===== src/rtl/core/tkls_pkg.sv =====
`timescale 1ns / 1ps
// Package for the streaming top-K selector.
// Holds the value width, the per-cell control beat type and the controller states.
// Depends on nothing.
package tkls_pkg;

   // Width of one stream value, two's complement.
   localparam int VALUE_W = 32;

   // Control broadcast from the controller to every cell of the chain.
   typedef struct packed {
      logic insert;   // a new sample is being absorbed this cycle
      logic drain;    // the chain shifts towards cell zero by one place
   } cell_ctrl_type;

   // Controller states, one-hot.
   typedef enum logic [1:0] {
      ST_IDLE  = 2'b01,
      ST_DRAIN = 2'b10
   } tkls_state_type;

endpackage


===== src/rtl/core/tkls_cell.sv =====
`timescale 1ns / 1ps
// One cell of the sorted insertion chain: holds a single kept value.
// Depends on tkls_pkg for the value width and the control type.
module tkls_cell
   import tkls_pkg::*;
(
   input  logic                       clock,
   input  cell_ctrl_type              ctrl_i,
   input  logic signed [VALUE_W-1:0]  sample_i,
   input  logic                       occupied_i,
   input  logic                       prev_keep_i,
   input  logic signed [VALUE_W-1:0]  prev_value_i,
   input  logic signed [VALUE_W-1:0]  next_value_i,
   output logic                       keep_o,
   output logic signed [VALUE_W-1:0]  value_o
);

   logic signed [VALUE_W-1:0] value_ff;
   logic signed [VALUE_W-1:0] value_in;

   // The cell keeps its value when it holds one at least as large as the sample;
   // ties stay ahead of the newcomer.
   assign keep_o = occupied_i && (value_ff >= sample_i);

   // Next value: shift towards the head while draining, otherwise either hold,
   // take the sample at the insertion point, or take the neighbour's value.
   always_comb begin
      value_in = value_ff;
      if (ctrl_i.drain) begin
         value_in = next_value_i;
      end else if (ctrl_i.insert && !keep_o) begin
         value_in = prev_keep_i ? sample_i : prev_value_i;
      end
   end

   always_ff @(posedge clock) begin
      value_ff <= value_in;
   end

   assign value_o = value_ff;

endmodule


===== src/rtl/core/top_k_largest_select_top.sv =====
`timescale 1ns / 1ps
// Top level of the streaming top-K selector: controller and chain of cells.
// Depends on tkls_pkg and tkls_cell.

// A sample is taken whenever start is high and busy is low, one sample per
// cycle: every cell of the chain compares its kept value with the sample in
// the same cycle and either holds, takes the sample, or takes its neighbour's
// value, so the kept values stay sorted largest first. When a beat marked as
// end of stream has been absorbed, busy rises and the kept values leave on the
// rsp_ ports one per cycle, largest first, each for exactly one cycle under
// rsp_strobe, the smallest with rsp_last_of_run set; the receiver must take a
// result in every cycle it is offered. A stream ending with n kept values
// (n at most KEEP_COUNT) keeps busy high until all n have left, after which the
// store is empty and the next stream may begin.
module top_k_largest_select_top
   import tkls_pkg::*;
#(
   parameter int KEEP_COUNT = 10
) (
   input  logic                      clock,
   input  logic                      reset,
   input  logic                      start,
   output logic                      busy,
   input  logic signed [VALUE_W-1:0] req_sample_value,
   input  logic                      req_end_of_stream,
   output logic                      rsp_strobe,
   output logic signed [VALUE_W-1:0] rsp_kept_value,
   output logic                      rsp_last_of_run
);

   localparam int FILL_W = $clog2(KEEP_COUNT + 1);

   tkls_state_type state_ff, state_in;
   logic [FILL_W-1:0] fill_ff, fill_in;
   logic accept;
   cell_ctrl_type ctrl;

   logic                      keep   [KEEP_COUNT];
   logic signed [VALUE_W-1:0] values [KEEP_COUNT];

   assign busy   = (state_ff == ST_DRAIN);
   assign accept = start && !busy;

   assign ctrl.insert = accept;
   assign ctrl.drain  = busy;

   // Controller: fill count during collection, remaining count during drain.
   always_comb begin
      state_in = state_ff;
      fill_in  = fill_ff;
      unique case (state_ff)
         ST_IDLE: begin
            if (accept) begin
               if (fill_ff < FILL_W'(KEEP_COUNT)) begin
                  fill_in = fill_ff + FILL_W'(1);
               end
               if (req_end_of_stream) begin
                  state_in = ST_DRAIN;
               end
            end
         end
         ST_DRAIN: begin
            fill_in = fill_ff - FILL_W'(1);
            if (fill_ff == FILL_W'(1)) begin
               state_in = ST_IDLE;
            end
         end
         default: begin
            state_in = ST_IDLE;
            fill_in  = '0;
         end
      endcase
   end

   always_ff @(posedge clock) begin
      if (reset) begin
         state_ff <= ST_IDLE;
         fill_ff  <= '0;
      end else begin
         state_ff <= state_in;
         fill_ff  <= fill_in;
      end
   end

   // The chain: cell zero holds the largest kept value.
   for (genvar i = 0; i < KEEP_COUNT; i++) begin : g_cell
      logic                      occupied;
      logic                      prev_keep;
      logic signed [VALUE_W-1:0] prev_value;
      logic signed [VALUE_W-1:0] next_value;

      assign occupied = (fill_ff > FILL_W'(i));

      if (i == 0) begin : g_head
         assign prev_keep  = 1'b1;
         assign prev_value = req_sample_value;
      end else begin : g_body
         assign prev_keep  = keep[i-1];
         assign prev_value = values[i-1];
      end

      if (i == KEEP_COUNT - 1) begin : g_tail
         assign next_value = values[i];
      end else begin : g_inner
         assign next_value = values[i+1];
      end

      tkls_cell u_cell (
         .clock        (clock),
         .ctrl_i       (ctrl),
         .sample_i     (req_sample_value),
         .occupied_i   (occupied),
         .prev_keep_i  (prev_keep),
         .prev_value_i (prev_value),
         .next_value_i (next_value),
         .keep_o       (keep[i]),
         .value_o      (values[i])
      );
   end

   // Results leave from the head of the chain, one beat per drain cycle.
   assign rsp_strobe      = busy;
   assign rsp_kept_value  = values[0];
   assign rsp_last_of_run = busy && (fill_ff == FILL_W'(1));

endmodule


===== config.mk =====
export PLATFORM = sky130hd
export DESIGN_NAME = top_k_largest_select_top
export DESIGN_NICKNAME = d
export VERILOG_FILES = /design/src/rtl/core/tkls_pkg.sv /design/src/rtl/core/tkls_cell.sv /design/src/rtl/core/top_k_largest_select_top.sv
export SDC_FILE = /design/constraint.sdc
export NUM_CORES = 1
export LEC_CHECK = 0
export BUFFER_PORTS_ARGS = -buffer_cell sky130_fd_sc_hd__buf_4
export CORE_UTILIZATION = 25
export DETAILED_ROUTE_END_ITERATION = 8
export GPL_ROUTABILITY_DRIVEN = 0
export PLACE_DENSITY_LB_ADDON = 0.15
export SYNTH_ARGS = -nofsm -noshare
export SYNTH_HDL_FRONTEND = slang
export SYNTH_SLANG_ARGS = --single-unit
export TNS_END_PERCENT = 10

===== constraint.sdc =====
create_clock -name clock -period 8.99 [get_ports clock]
set_clock_uncertainty 0.1 [all_clocks]
set_input_delay 1.3485 -clock clock [delete_from_list [all_inputs] [get_ports clock]]
set_output_delay 1.3485 -clock clock [all_outputs]
set_load 0.05 [all_outputs]

==> flow_metrics.env <==
export IMPL_numCtsBuffers=43
export IMPL_drt_iter0_drc=1366
export IMPL_worstSetupStartpointType="primary input"
export IMPL_setup_ws_ps=3480
export IMPL_reg2reg_slack_ps=4190
export IMPL_fin_util_pct=28.3
export IMPL_cp_end_kind="flop"
export IMPL_htree_levels=2
export IMPL_drive_above_1_share_pct=9.26
export IMPL_die_area_sq_um=96600
export IMPL_cp_top_family="simple AND/OR/NAND/NOR gates"
export IMPL_grt_pass1_wl_microns=131000
export IMPL_crit_start="req_sample_value[31]"
export IMPL_syn_to_final_growth_pct=11.5
export IMPL_status="complete, no violations"
export IMPL_yosysUniqueCellTypes=72
export IMPL_layoutNonFillerInstCount=3565
export IMPL_ctsRootBufferMaster="clkbuf_16"
export IMPL_final_common_cell="nand2_1"
export IMPL_post_cts_setup_buffer_count=0
export IMPL_grt_ovfl_total=0
export IMPL_initial_utilization_pct=25.4
export IMPL_period_share_pct=61.3
export IMPL_synthArstFlopShare_pct=0
export IMPL_path_max_fanout=23
export IMPL_io_buffers=70
export IMPL_r2r_start="g_cell[5].u_cell.value_o[31]$_DFFE_PP_"
export IMPL_grt_pass1_vias=17865
export IMPL_cts_resized=0
export IMPL_synth_edf_count=320
export IMPL_wirelength_microns=90100
export IMPL_worstHoldStart="state_ff[1]$_SDFFE_PP0P_"
export IMPL_max_slew_margin_pct=16.1
export IMPL_track_usage_pct=18.3
export IMPL_coreArea_sq_um=93900
export IMPL_syn_cell_area_sq_um=23800
export IMPL_drc=0
export IMPL_fmax_ghz=0.181
export IMPL_grt_max_degree=221
export IMPL_fp_dieH_microns=311
export IMPL_crit_required_ps=9160
export IMPL_worst_pin_slew_ps=1230
export IMPL_p_leak_nw=10.3
export IMPL_r2r_cells=10
export IMPL_crit_path_frequent_cell="buf_4"
export IMPL_synth_seq_cells=326
export IMPL_antenna_cells=0
export IMPL_die_w_microns=311
export IMPL_layout_common_cells="nand2_1, ha_1, edfxtp_1, mux2i_1, o21ai_1"
export IMPL_whs_ps=461
export IMPL_cts_max_path_buffers=3
export IMPL_crit_chain="buf_4 -> inv_1 -> ha_1 -> nand4_1 -> nor4_2 -> nand3_1 -> nand2_1 -> nor4_2 -> nor3_4 -> buf_4 -> o21bai_4 -> buf_4"
export IMPL_max_stage_delay_ps=920
export IMPL_path_clk_slew_ps=60
export IMPL_netlist_instances=2272
export IMPL_place_area_sq_um=25300
export IMPL_synth_nets=2633
export IMPL_nNetsFinal=2641
export IMPL_hold_end="state_ff[1]$_SDFFE_PP0P_"
export IMPL_ys_flop_type="edfxtp_1"
export IMPL_ios=71
export IMPL_period_needed_ps=5510
export IMPL_via_per_inst=5.05
export IMPL_path_class="primary input to flop"
export IMPL_finalSetupViolations=0
export IMPL_n_fill_cell=9854
export IMPL_finalHoldViolCount=0
export IMPL_cts_sink_count=326
export IMPL_powerDensity_nw_per_um2=204
export IMPL_p_total_mw=5.44
export IMPL_grt_setup_unrepaired="false"
export IMPL_cpMaxStageDelayCell="nor3_4"
export IMPL_clock_latency_ps=590
export IMPL_firstDrtPassIters=5
export IMPL_cp_num_buf_inv=4
export IMPL_cp_arrival_ps=5680
export IMPL_r2r_end="g_cell[5].u_cell.value_o[7]$_DFFE_PP_"
export IMPL_synth_warning_count=0
export IMPL_ys_seq_area_share_pct=40.8
export IMPL_antenna_found_initial=1
export IMPL_hold_path_depth=1
export IMPL_vdd_drop_max_v=0.000122
export IMPL_dp_hpwl_microns=64100
export IMPL_rows=112
export IMPL_synth_area_per_cell_sq_um=10.5
export IMPL_pre_cts_slack_ps=2890
export IMPL_design_area_sq_um=26600
export IMPL_finalSetupTns_ps=0
export IMPL_slew_viol_final=0
export IMPL_ant_nets=0
export IMPL_via_count=17992
export IMPL_cts_tree="yes"
export IMPL_wire_per_inst_microns=25.3
export IMPL_cts_hold_buf=0
export IMPL_dpl_cell_count=3489
export IMPL_hold_class="flop to flop"
export IMPL_cap_violations=0
report_power, final:
part / switching [mW] / internal [mW] / total (mW)
registers: 0.281 / 2.03 / 2.31
logic: 0.942 / 0.553 / 1.49
clock network: 0.725 / 0.909 / 1.63
Yosys cell counts, types with 3 or more instances:
| library cell | instances | share of area, % |
|---|---|---|
| clkbuf_1 | 72 | 1.1 |
| clkbuf_8 | 20 | 1.2 |
| nor2b_1 | 11 | 0.29 |
| mux2i_1 | 257 | 11 |
| a31oi_1 | 5 | 0.13 |
| o21ai_1 | 206 | 4.3 |
| buf_6 | 13 | 0.61 |
| nand4_1 | 77 | 2.0 |
| nor4_2 | 3 | 0.16 |
| nand2_1 | 350 | 5.5 |
| or4_1 | 7 | 0.22 |
| o21bai_1 | 6 | 0.19 |
| dfxtp_1 | 6 | 0.50 |
| nor3_1 | 12 | 0.25 |
| inv_1 | 59 | 0.93 |
| buf_4 | 22 | 0.69 |
| a2111oi_0 | 5 | 0.18 |
| nor4_1 | 10 | 0.26 |
| o21ai_0 | 122 | 2.6 |
| ha_1 | 325 | 17 |
| o211ai_1 | 11 | 0.35 |
| mux2_2 | 4 | 0.19 |
| o21a_1 | 8 | 0.25 |
| nor2_1 | 37 | 0.58 |
| edfxtp_1 | 320 | 40 |
| a21boi_0 | 6 | 0.19 |
| nand3_1 | 30 | 0.63 |
| a21oi_1 | 131 | 2.7 |
| mux2_4 | 29 | 1.8 |
| nand2b_1 | 8 | 0.21 |
| buf_12 | 3 | 0.25 |
| o2bb2ai_1 | 6 | 0.22 |
| a221o_1 | 3 | 0.13 |
| a211oi_1 | 10 | 0.31 |
| a21o_1 | 27 | 0.85 |
| a221oi_1 | 5 | 0.18 |
cell type report:
class	count	area, sq um	share of cell area [%]
multi-input combinational	1757	13100	49.2
sequential	326	9730	36.6
tap	1254	1570	5.90
clock buffer	54	1120	4.20
timing repair buffer	93	711	2.67
inverter	59	221	0.833
clock inverter	22	150	0.565
worst register-to-register path, stage by stage (launching register included):
cell	delay, ps
edfxtp_1	440
ha_1	450
nand4_1	230
nor4_2	800
nand3_1	230
nand2_1	150
nor4_2	60
nor3_4	920
buf_4	440
o21bai_4	230
buf_4	390
worst max path at each step:
stage          slack (ps)                                      to  cells past startpoint
6_report             3480   g_cell[5].u_cell.value_o[7]$_DFFE_PP_                     12
5_1_grt              3390  g_cell[3].u_cell.value_o[23]$_DFFE_PP_                     11
4_1_cts              3520  g_cell[3].u_cell.value_o[22]$_DFFE_PP_                     11
3_5_place_dp         2890  g_cell[3].u_cell.value_o[23]$_DFFE_PP_                     11
3_3_place_gp         2970  g_cell[3].u_cell.value_o[23]$_DFFE_PP_                     11
2_1_floorplan        3300   g_cell[9].u_cell.value_o[0]$_DFFE_PP_                      9
flip-flops by register name (all words and copies together) (netlist names):
register	count
fill_ff	4
g_cell.u_cell.value_o	320
state_ff	2
cells by family after synthesis:
kind of cell             count (synthesis)  share of synthesized area, %
buffers and inverters                  189                          4.77
AO/OA/AOI/OAI                          578                          13.8
multiplexers                           290                          12.8
AND/OR/NAND/NOR                        564                          10.8
adder cells (fa/ha/maj)                325                          17.1
flip-flops                             326                          40.8
per-layer routing:
layer | share of wire [%] | routed length [microns] | GRT usage (%) | vias up
met1 | 46 | 41800 | 24.8 | 8950
met4 | 1.7 | 1520 | 3.77 | 0
met2 | 48 | 43600 | 31.2 | 368
met3 | 3.5 | 3110 | 1.98 | 85
li1 | - | - | - | 8589
met5 | 0 | 0 | 0 | -
Power figures use the tool's default switching activity.
